<file path="src/hdl/sis_pkg.sv">
// Shared codes, result type and helper function of the sorted integer set.
`timescale 1ns / 1ps
`default_nettype none
package sis_pkg;

	// request kinds
	localparam logic [1:0] REQ_ADD    = 2'd0;
	localparam logic [1:0] REQ_REMOVE = 2'd1;
	localparam logic [1:0] REQ_FIND   = 2'd2;
	localparam logic [1:0] REQ_GET    = 2'd3;

	// result status
	localparam logic [1:0] ST_OK   = 2'd0;
	localparam logic [1:0] ST_MISS = 2'd1;
	localparam logic [1:0] ST_FULL = 2'd2;

	// storage width classes
	localparam logic [1:0] CLS_8  = 2'd0;
	localparam logic [1:0] CLS_16 = 2'd1;
	localparam logic [1:0] CLS_32 = 2'd2;
	localparam logic [1:0] CLS_64 = 2'd3;

	localparam int unsigned DATA_W = 64;

	typedef struct packed {
		logic [1:0]        status;
		logic [DATA_W-1:0] read_value;
		logic [1:0]        width_class;
	} sis_res_t;

	// smallest class whose signed range holds v: the bits above the sign bit
	// of the class must all match it
	function automatic logic [1:0] class_of(input logic [DATA_W-1:0] v);
		logic [1:0] c;
		if ((&v[63:7]) || !(|v[63:7]))
			c = CLS_8;
		else if ((&v[63:15]) || !(|v[63:15]))
			c = CLS_16;
		else if ((&v[63:31]) || !(|v[63:31]))
			c = CLS_32;
		else
			c = CLS_64;
		return c;
	endfunction

endpackage
`default_nettype wire

</file>
<file path="src/hdl/sis_req_if.sv">
// Request channel: valid/ready handshake with request kind, value and index.
`timescale 1ns / 1ps
`default_nettype none
interface sis_req_if;
	logic               valid;
	logic               ready;
	logic [1:0]         req_type;
	logic signed [63:0] value;
	logic [7:0]         index;

	modport source (output valid, req_type, value, index, input ready);
	modport sink   (input valid, req_type, value, index, output ready);
endinterface
`default_nettype wire

</file>
<file path="src/hdl/sis_seq.sv">
// Sequencer: binary search, shift up/down and get over the entry RAM.
`timescale 1ns / 1ps
`default_nettype none
module sis_seq
	import sis_pkg::*;
#(
	parameter int unsigned CAPACITY = 256,
	localparam int unsigned AW = $clog2(CAPACITY),
	localparam int unsigned CW = $clog2(CAPACITY + 1)
) (
	input  wire logic              clk,
	input  wire logic              arst_n,
	sis_req_if.sink                req,
	// entry RAM
	output logic                   ram_we,
	output logic [AW-1:0]          ram_waddr,
	output logic [DATA_W-1:0]      ram_wdata,
	output logic                   ram_re,
	output logic [AW-1:0]          ram_raddr,
	input  wire logic [DATA_W-1:0] ram_rdata,
	// result handoff
	input  wire logic              res_free,
	output logic                   res_valid,
	output sis_res_t               res,
	output logic [CW-1:0]          res_count
);
	localparam int unsigned IW = (CW > 8) ? CW : 8;

	localparam logic [2:0] S_IDLE   = 3'd0;
	localparam logic [2:0] S_SRCH   = 3'd1;
	localparam logic [2:0] S_PROBE  = 3'd2;
	localparam logic [2:0] S_DECIDE = 3'd3;
	localparam logic [2:0] S_UP     = 3'd4;
	localparam logic [2:0] S_DOWN   = 3'd5;
	localparam logic [2:0] S_GET    = 3'd6;
	localparam logic [2:0] S_FIN    = 3'd7;

	logic [2:0]        state_q;
	logic [1:0]        req_q;
	logic [DATA_W-1:0] val_q;
	logic [CW-1:0]     lo_q, hi_q, mid_q, left_q, count_q;
	logic              hit_q;
	logic [AW-1:0]     r_q, dst_s1;
	logic              pend_s1;
	logic [1:0]        class_q, status_q;
	logic [DATA_W-1:0] rd_q;

	logic [CW-1:0] mid;
	logic [IW-1:0] idx_w, cnt_w;
	logic          get_in_range;
	logic [1:0]    new_class;

	assign mid          = lo_q + ((hi_q - lo_q) >> 1);
	assign idx_w        = IW'(req.index);
	assign cnt_w        = IW'(count_q);
	assign get_in_range = idx_w < cnt_w;
	assign new_class    = class_of(val_q);

	assign res.status      = status_q;
	assign res.read_value  = rd_q;
	assign res.width_class = class_q;
	assign res_count       = count_q;

	always_comb begin
		req.ready = (state_q == S_IDLE);
		ram_re    = 1'b0;
		ram_raddr = '0;
		ram_we    = 1'b0;
		ram_waddr = '0;
		ram_wdata = val_q;
		res_valid = 1'b0;
		unique case (state_q)
			S_IDLE: begin
				if (req.valid && req.req_type == REQ_GET && get_in_range) begin
					ram_re    = 1'b1;
					ram_raddr = idx_w[AW-1:0];
				end
			end
			S_SRCH: begin
				if (lo_q < hi_q) begin
					ram_re    = 1'b1;
					ram_raddr = mid[AW-1:0];
				end
			end
			S_UP: begin
				if (pend_s1) begin
					ram_we    = 1'b1;
					ram_waddr = dst_s1;
					ram_wdata = ram_rdata;
				end else if (left_q == '0) begin
					// all higher entries moved: drop the new value in
					ram_we    = 1'b1;
					ram_waddr = lo_q[AW-1:0];
				end
				if (left_q != '0) begin
					ram_re    = 1'b1;
					ram_raddr = r_q;
				end
			end
			S_DOWN: begin
				if (pend_s1) begin
					ram_we    = 1'b1;
					ram_waddr = dst_s1;
					ram_wdata = ram_rdata;
				end
				if (left_q != '0) begin
					ram_re    = 1'b1;
					ram_raddr = r_q;
				end
			end
			S_FIN: res_valid = res_free;
			S_PROBE, S_DECIDE, S_GET: ;
		endcase
	end

	always_ff @(posedge clk or negedge arst_n) begin
		if (!arst_n) begin
			state_q <= S_IDLE;
			count_q <= '0;
			class_q <= CLS_8;
			pend_s1 <= 1'b0;
		end else begin
			unique case (state_q)
				S_IDLE: begin
					if (req.valid) begin
						req_q    <= req.req_type;
						val_q    <= req.value;
						lo_q     <= '0;
						hi_q     <= count_q;
						hit_q    <= 1'b0;
						rd_q     <= '0;
						status_q <= ST_OK;
						pend_s1  <= 1'b0;
						if (req.req_type == REQ_GET) begin
							if (get_in_range) begin
								state_q <= S_GET;
							end else begin
								status_q <= ST_MISS;
								rd_q     <= '1;
								state_q  <= S_FIN;
							end
						end else begin
							state_q <= S_SRCH;
						end
					end
				end
				S_SRCH: begin
					if (lo_q < hi_q) begin
						mid_q   <= mid;
						state_q <= S_PROBE;
					end else begin
						state_q <= S_DECIDE;
					end
				end
				S_PROBE: begin
					if ($signed(ram_rdata) < $signed(val_q))
						lo_q <= mid_q + CW'(1);
					else
						hi_q <= mid_q;
					// distinct entries: a present value is always probed
					if (ram_rdata == val_q)
						hit_q <= 1'b1;
					state_q <= S_SRCH;
				end
				S_DECIDE: begin
					priority if (req_q == REQ_FIND) begin
						status_q <= hit_q ? ST_OK : ST_MISS;
						state_q  <= S_FIN;
					end else if (req_q == REQ_ADD && hit_q) begin
						status_q <= ST_MISS;
						state_q  <= S_FIN;
					end else if (req_q == REQ_ADD && count_q >= CW'(CAPACITY)) begin
						status_q <= ST_FULL;
						state_q  <= S_FIN;
					end else if (req_q == REQ_ADD) begin
						left_q  <= count_q - lo_q;
						r_q     <= AW'(count_q - CW'(1));
						state_q <= S_UP;
					end else if (req_q == REQ_REMOVE && !hit_q) begin
						status_q <= ST_MISS;
						state_q  <= S_FIN;
					end else if (req_q == REQ_REMOVE) begin
						left_q  <= count_q - lo_q - CW'(1);
						r_q     <= AW'(lo_q + CW'(1));
						state_q <= S_DOWN;
					end else begin
						state_q <= S_FIN;
					end
				end
				S_UP: begin
					if (left_q != '0) begin
						pend_s1 <= 1'b1;
						dst_s1  <= r_q + AW'(1);
						r_q     <= r_q - AW'(1);
						left_q  <= left_q - CW'(1);
					end else begin
						pend_s1 <= 1'b0;
						if (!pend_s1) begin
							count_q <= count_q + CW'(1);
							if (new_class > class_q)
								class_q <= new_class;
							state_q <= S_FIN;
						end
					end
				end
				S_DOWN: begin
					if (left_q != '0) begin
						pend_s1 <= 1'b1;
						dst_s1  <= r_q - AW'(1);
						r_q     <= r_q + AW'(1);
						left_q  <= left_q - CW'(1);
					end else begin
						pend_s1 <= 1'b0;
						if (!pend_s1) begin
							count_q <= count_q - CW'(1);
							state_q <= S_FIN;
						end
					end
				end
				S_GET: begin
					rd_q    <= ram_rdata;
					state_q <= S_FIN;
				end
				S_FIN: begin
					if (res_free)
						state_q <= S_IDLE;
				end
			endcase
		end
	end
endmodule
`default_nettype wire

</file>
<file path="src/flat_wrapper.sv">
// flat-port wrapper written by rule: the top's interface ports become plain ports
module sis_seq_flat import sis_pkg::*;
#(
	parameter int unsigned CAPACITY = 256,
	localparam int unsigned AW = $clog2(CAPACITY),
	localparam int unsigned CW = $clog2(CAPACITY + 1)
)
  (clk, arst_n, ram_we, ram_waddr, ram_wdata, ram_re, ram_raddr, ram_rdata, res_free, res_valid, res, res_count, req_valid, req_req_type, req_value, req_index, req_ready);
  sis_req_if req_i ();
  input  wire logic clk;
  input  wire logic arst_n;
  output logic ram_we;
  output logic [AW-1:0] ram_waddr;
  output logic [DATA_W-1:0] ram_wdata;
  output logic ram_re;
  output logic [AW-1:0] ram_raddr;
  input  wire logic [DATA_W-1:0] ram_rdata;
  input  wire logic res_free;
  output logic res_valid;
  output sis_res_t res;
  output logic [CW-1:0] res_count;
  input wire logic [$bits(req_i.valid)-1:0] req_valid;
  input wire logic [$bits(req_i.req_type)-1:0] req_req_type;
  input wire logic [$bits(req_i.value)-1:0] req_value;
  input wire logic [$bits(req_i.index)-1:0] req_index;
  output wire logic [$bits(req_i.ready)-1:0] req_ready;
  assign req_i.valid = req_valid;
  assign req_i.req_type = req_req_type;
  assign req_i.value = req_value;
  assign req_i.index = req_index;
  assign req_ready = req_i.ready;
  sis_seq #(.CAPACITY(CAPACITY)) u_core (.clk(clk), .arst_n(arst_n), .req(req_i), .ram_we(ram_we), .ram_waddr(ram_waddr), .ram_wdata(ram_wdata), .ram_re(ram_re), .ram_raddr(ram_raddr), .ram_rdata(ram_rdata), .res_free(res_free), .res_valid(res_valid), .res(res), .res_count(res_count));
endmodule
</file>
<file path="config.mk">
export PLATFORM = sky130hd
export DESIGN_NAME = sis_seq_flat
export DESIGN_NICKNAME = d
export VERILOG_FILES = /design/src/hdl/sis_pkg.sv /design/src/hdl/sis_req_if.sv /design/src/hdl/sis_seq.sv /design/src/flat_wrapper.sv
export SDC_FILE = /design/constraint.sdc
export NUM_CORES = 1
export LEC_CHECK = 0
export ABC_AREA = 0
export BUFFER_PORTS_ARGS = -buffer_cell sky130_fd_sc_hd__buf_2
export CAP_MARGIN = 20
export CORE_UTILIZATION = 58
export CTS_CLUSTER_SIZE = 30
export DETAILED_ROUTE_END_ITERATION = 12
export PLACE_DENSITY = 0.82
export SYNTH_ARGS = -nofsm -noshare
export SYNTH_HDL_FRONTEND = slang
export SYNTH_SLANG_ARGS = --single-unit
</file>
<file path="constraint.sdc">
create_clock -name clk -period 8 [get_ports clk]
set_clock_uncertainty 0.1 [all_clocks]
set_input_delay 0.4 -clock clk [delete_from_list [all_inputs] [get_ports clk]]
set_output_delay 0.4 -clock clk [all_outputs]
set_load 0.01 [all_outputs]
</file>
Word-level counts from Yosys, hierarchy flattened --
Cells that the tools add are included.
Word-level totals: register bits after elaboration 200, output and inout port bits 161, input port bits 142, word-level logic and storage cells 192
Operators by class: magnitude comparators 5, eq/ne operators 32, add/sub/neg operators 11, bitwise logic cells 2, reductions and logical operators 44, mux-type cells 83
Operators by type and width (number):
- 2-to-1 mux 64 bit | 5
- 2-to-1 mux 9 bit | 15
- one-hot mux 64 bit (2 select lines) | 1
- 2-to-1 mux 8 bit | 14
- one-hot mux 9 bit (2 select lines) | 4
- == test 64 bit | 1
- less-than comparator 64 bit | 1
- AND reduction 57 bit | 1
- OR reduction 57 bit | 1
- AND reduction 49 bit | 1
- OR reduction 49 bit | 1
- one-hot mux 8 bit (3 select lines) | 2
- AND reduction 33 bit | 1
- OR reduction 33 bit | 1
- one-hot mux 8 bit (2 select lines) | 2
- 2-to-1 mux 3 bit | 10
- subtractor 9 x 1 -> 9 bit (second input constant) | 3
- inequality test 2 bit (second input constant) | 12
- AND reduction 4 bit | 6
- one-hot mux 3 bit (7 select lines) | 1
- 2-to-1 mux 2 bit | 10
- adder 9 x 1 -> 9 bit (second input constant) | 2
- subtractor 9 bit | 2
- adder 8 x 1 -> 8 bit (second input constant) | 2
- other kinds (36) | 78

Logic depth before layout (Yosys ltp) --
word-level depth 9, mapped depth 15, gate-level depth less buffers 15

Least setup slack after synthesis --
OpenSTA, ideal clock, no wires.
path kind register to output, start reg u_core.lo_q[0], end out ram_raddr[7], cell stages (with the launch flop) 14, required time 7.500 ns, path slack 4.691 ns, buffers on the path 0, data arrival time 2.809 ns, cell sequence edfxtp_1 ha_1 fa_1 o21ai_0 a21oi_1 o21ai_0 a21oi_1 xnor2_1 ha_1 or2_2 a21oi_1 a21oi_1 xor2_1 a21o_1
Between the ends: longest elaborated chain between the ends 4, elaborated cells between the ends (all ways) 5, those cells by class 2 x add/sub; 1 x order compare; 2 x mux
RTL lines:
- from (decl) | line sis_seq.sv:41 | logic [CW-1:0] lo_q, hi_q, mid_q, left_q, count_q;
- from (signal assigned) | line sis_seq.sv:157 | lo_q <= mid_q + CW'(1);
- subtractor 9 bit | line sis_seq.sv:53 | assign mid = lo_q + ((hi_q - lo_q) >> 1);
- adder 9 x 8 -> 9 bit (*) | line sis_seq.sv:53
- via u_core.mid[7] | line sis_seq.sv:48 | logic [CW-1:0] mid;
- 2-to-1 mux 8 bit (*) | line sis_seq.sv:80 | if (lo_q < hi_q) begin
- one-hot mux 8 bit (3 select lines) (*) | line sis_seq.sv:72 | unique case (state_q)
- to (decl) | line flat_wrapper.sv:16 | output logic [AW-1:0] ram_raddr;
The timed path passes the listed nets; every way through them passes the cells marked *.

Worst setup path in the final report --
start reg u_core.lo_q[1], end out ram_raddr[7]
The elaborated chain is that of the path after synthesis.

==> Implementation_results.wiki <==
{| class="wikitable"
! Metric !! Value
|-
| WL final || 37.9 mm
|-
| Number of design-rule violations left by the first detailed-router iteration || 1094
|-
| Launching element type of the critical path || flip-flop
|-
| Antenna Violating Nets Remaining || 0
|-
| Post-synth design cell area || 12500 um2
|-
| Via-per-instance ratio || 6.12
|-
| Final std cell area, no fill || 14800 um2
|-
| Leakage power total || 6.83 nW
|-
| Required time of the critical path || 7500 ps
|-
| Wire length per cell || 21.0 um
|-
| Area post-placement || 14200 um2
|-
| Horizontal die dimension || 149 um
|-
| Number of global-route vias before repair || 10300
|-
| Worst IR drop on VDD || 211 uV
|-
| Global-route wire length before repair || 56.8 mm
|-
| Number of rows in the core area || 53
|-
| Clock sink total || 200
|-
| Clock network latency to the later pin of the worst-skew pair || 440 ps
|-
| Y dimension of the die || 149 um
|-
| Num ports || 303
|-
| Core Region || 21100 um2
|-
| Depth of the CTS H-tree || 4
|-
| Clock-pin slew on the worst setup and hold paths || 90 ps
|-
| Inserted Clock Buffers || 17
|-
| Run status || finished clean
|-
| Routed vias || 11000
|-
| Iteration count of the initial detailed-routing pass || 5
|-
| Net count after synthesis || 1481
|-
| Final standard cell count with taps included and fillers excluded || 1805
|-
| Arrival time of data at the critical path endpoint || 3800 ps
|-
| Port-buffer cells || 302
|-
| Most frequent cells in the layout || sky130_fd_sc_hd__buf_2 (302), sky130_fd_sc_hd__edfxtp_1 (185), sky130_fd_sc_hd__nand2_1 (126)
|-
| Setup CP Type || reg -> out
|-
| Dominant register cell in the synthesized netlist || sky130_fd_sc_hd__edfxtp_1
|-
| Critical path's slowest cell || sky130_fd_sc_hd__edfxtp_1
|-
| Leftover overflow at the end of global routing || 0
|-
| Cell chain of the critical path || inv_1 > ha_1 > nor2b_1 > o21ai_0 > a21boi_0 > o21ai_0 > nand2_1 > a31oi_1 > xnor2_1 > ha_1 > a21oi_1 > a21oi_1 > xor2_1 > a21o_1 > buf_2
|-
| Number of hold-slack violations in the final timing report || 0
|-
| Final-stage net count || 1762
|-
| EDFF count, synth || 185
|-
| Max Root-Sink Buffers || 2
|-
| Post-Syn Area per Cell || 10.2 um2
|-
| Min Tclk post-route || 4300 ps
|-
| Number of antenna violations at the first check in global routing || 7
|-
| Setup violations, final || 0
|-
| Starting density of the core || 59.4%
|-
| Transition time at the pin with the least slew margin || 909 ps
|-
| Sequential cell area fraction in the yosys report || 47.4%
|-
| Post-synthesis instance total || 1228
|-
| Setup TNS Final || 0 ps
|-
| Sort of element at the end of the critical path || output port
|-
| Number of remaining DRC errors || 0
|-
| Layout fillers || 1541
|-
| Highest clock frequency the design can meet || 232 MHz
|-
| Worst max-slew margin expressed relative to the limit || 39.4%
|-
| Synth cell types || 69
|-
| Maximum number of pins on one net before global-route repair || 81
|-
| Root Driver || sky130_fd_sc_hd__clkbuf_16
|-
| Most common cell after layout, fill and taps aside || sky130_fd_sc_hd__buf_2
|-
| Kind of path behind the tightest hold check || in -> reg
|-
| Clock tree from TritonCTS || done
|-
| Synthesis-stage register bit count || 200
|-
| Worst Path Max Fanout || 6
|-
| Final slew viol count || 0
|-
| Detailed-placement wirelength estimate || 29.2 mm
|-
| Area grow syn2layout || 18.5%
|-
| Final period utilization || 53.8%
|-
| Power per cell area || 256 nW/um2
|-
| Async S/R FF share, synth || 7.50%
|-
| RSZ-0062 raised after global routing || no
|-
| Number of max-cap violations || 0
|-
| Number of instances in the placed design || 1764
|-
| Worst path max stage delay || 500 ps
|-
| Gr usage total || 33.8%
|-
| Share of final-layout standard cells stronger than drive strength 1 || 24.6%
|-
| Placer congestion estimate || 1.03
|-
| Total die area || 22200 um2
|-
| Synth Warn # || 0
|}
where the power goes:
part / leakage (nW) / total, mW / internal [mW] / switching, mW
clock: 0.273 / 0.841 / 0.415 / 0.426
combinational: 4.66 / 1.49 / 0.564 / 0.922
sequential: 1.89 / 1.47 / 1.34 / 0.128
total: 6.83 / 3.79 / 2.32 / 1.48
synthesized netlist by cell type (4+ instances only):
master,number,area share (%)
sky130_fd_sc_hd__nor2_1,53,1.6
sky130_fd_sc_hd__nand3_1,27,1.1
sky130_fd_sc_hd__clkbuf_1,41,1.2
sky130_fd_sc_hd__nor3b_1,4,0.24
sky130_fd_sc_hd__o21ai_0,120,4.8
sky130_fd_sc_hd__a31oi_1,4,0.20
sky130_fd_sc_hd__a21o_1,82,4.9
sky130_fd_sc_hd__o211ai_1,11,0.66
sky130_fd_sc_hd__a221o_1,4,0.32
sky130_fd_sc_hd__nand2_1,126,3.8
sky130_fd_sc_hd__a211oi_1,4,0.24
sky130_fd_sc_hd__o211a_1,4,0.32
sky130_fd_sc_hd__and4_1,4,0.28
sky130_fd_sc_hd__o21a_1,6,0.36
sky130_fd_sc_hd__and3_1,9,0.45
sky130_fd_sc_hd__nor2b_1,11,0.55
sky130_fd_sc_hd__or2_2,6,0.30
sky130_fd_sc_hd__nand4_1,38,1.9
sky130_fd_sc_hd__inv_1,104,3.1
sky130_fd_sc_hd__nand2b_1,4,0.20
sky130_fd_sc_hd__mux2i_1,4,0.32
sky130_fd_sc_hd__edfxtp_1,185,44
sky130_fd_sc_hd__buf_1,6,0.18
sky130_fd_sc_hd__dfrtp_1,15,3.0
sky130_fd_sc_hd__and2_1,4,0.20
sky130_fd_sc_hd__or3_1,6,0.30
sky130_fd_sc_hd__a22o_1,8,0.56
sky130_fd_sc_hd__a22o_2,7,0.56
sky130_fd_sc_hd__ha_1,108,11
sky130_fd_sc_hd__xnor2_1,45,3.1
sky130_fd_sc_hd__xor2_1,24,1.7
sky130_fd_sc_hd__nor4_1,19,0.95
sky130_fd_sc_hd__o31a_1,4,0.28
sky130_fd_sc_hd__or4_1,6,0.36
sky130_fd_sc_hd__nor3_1,22,0.88
sky130_fd_sc_hd__a21oi_1,54,2.2
layout make-up:
| cell class | count | area (um2) | area share [%] |
|---|---|---|---|
| Clock inverter | 13 | 125 | 0.843 |
| Sequential cell | 200 | 5930 | 40.0 |
| Clock buffer | 19 | 433 | 2.92 |
| Timing Repair Buffer | 312 | 1590 | 10.7 |
| Tap cell | 275 | 344 | 2.32 |
| Inverter | 107 | 402 | 2.71 |
| Multi-Input combinational cell | 871 | 5990 | 40.4 |
| Antenna cell | 8 | 20.0 | 0.135 |
repair_timing:
item	CTS	global route
hold buffers	1	0
resized for setup	0	0
setup endpoints to repair	0	0
setup buffers	0	0
endpoints found under the hold margin	15	0
worst max-delay path, delay by kind of cell (launching register included):
kind                       cells  cell delay (ps)
buffers and inverters          2              380
and+or+nand+nor                2              260
adders and majority gates      2              630
DFF                            1              500
AOI/OAI and AO/OA              7             1240
xor gates and xnor gates       2              370
layer usage:
layer	routed length [um]	global-route usage, %	up-vias
met5	0	0	-
met4	1700	16.1	0
met3	3530	7.46	109
met2	18500	57.0	596
met1	14200	41.0	5268
li1	-	-	5066
logic make-up (layout without fill, tap and decap cells):
| group | count (synthesis) | in the layout | synth area share [%] |
|---|---|---|---|
| AOI/OAI and AO/OA | 335 | 335 | 17.2 |
| xor gates and xnor gates | 69 | 69 | 4.83 |
| adders and majority gates | 111 | 111 | 11.3 |
| buffers and inverters | 157 | 451 | 4.86 |
| DFF | 200 | 200 | 47.4 |
| muxes | 5 | 5 | 0.410 |
| other | 0 | 8 | 0 |
| and+or+nand+nor | 351 | 351 | 14.1 |
registers in the layout, indices dropped and copies added (netlist names):
signal,count
u_core.class_q,2
u_core.dst_s1,8
u_core.hi_q,9
u_core.hit_q,1
u_core.left_q,9
u_core.lo_q,9
u_core.mid_q,9
u_core.pend_s1,1
u_core.r_q,8
u_core.rd_q,64
u_core.req_q,2
u_core.res_count,9
u_core.state_q,3
u_core.status_q,2
u_core.val_q,64
final timing paths:
kind	from	to	slack, ps	cells past startpoint
worst max-delay path	u_core.lo_q[1]$_SDFFCE_PN0P_	ram_raddr[7]	3700	15
worst min-delay path	req_value[33]	u_core.val_q[33]$_DFFE_PP_	30	1
worst max register to register	u_core.res_count[0]$_DFFE_PN0P_	u_core.left_q[8]$_DFFE_PP_	4380	11
worst min register to register	u_core.class_q[0]$_DFFE_PN0P_	u_core.class_q[0]$_DFFE_PN0P_	500	2
max in group asynchronous	arst_n	u_core.state_q[1]$_DFFE_PN0P_	6990	2
min in group asynchronous	arst_n	u_core.res_count[4]$_DFFE_PN0P_	400	2
stage by stage:
step / hold WS, ps / utilization [%] / power, mW / setup WS (ps)
after floorplan: 4.41 / - / 2.41 / 4690
after global placement: 307 / 67.6 / 2.92 / 4340
after detailed placement: 311 / 67.6 / 2.95 / 4250
after CTS: 22.7 / 70.3 / 3.78 / 3750
after global routing: 16.6 / 70.3 / 3.97 / 3390
final: 32.8 / 70.3 / 3.79 / 3700
(Power assumes the default switching activity.)
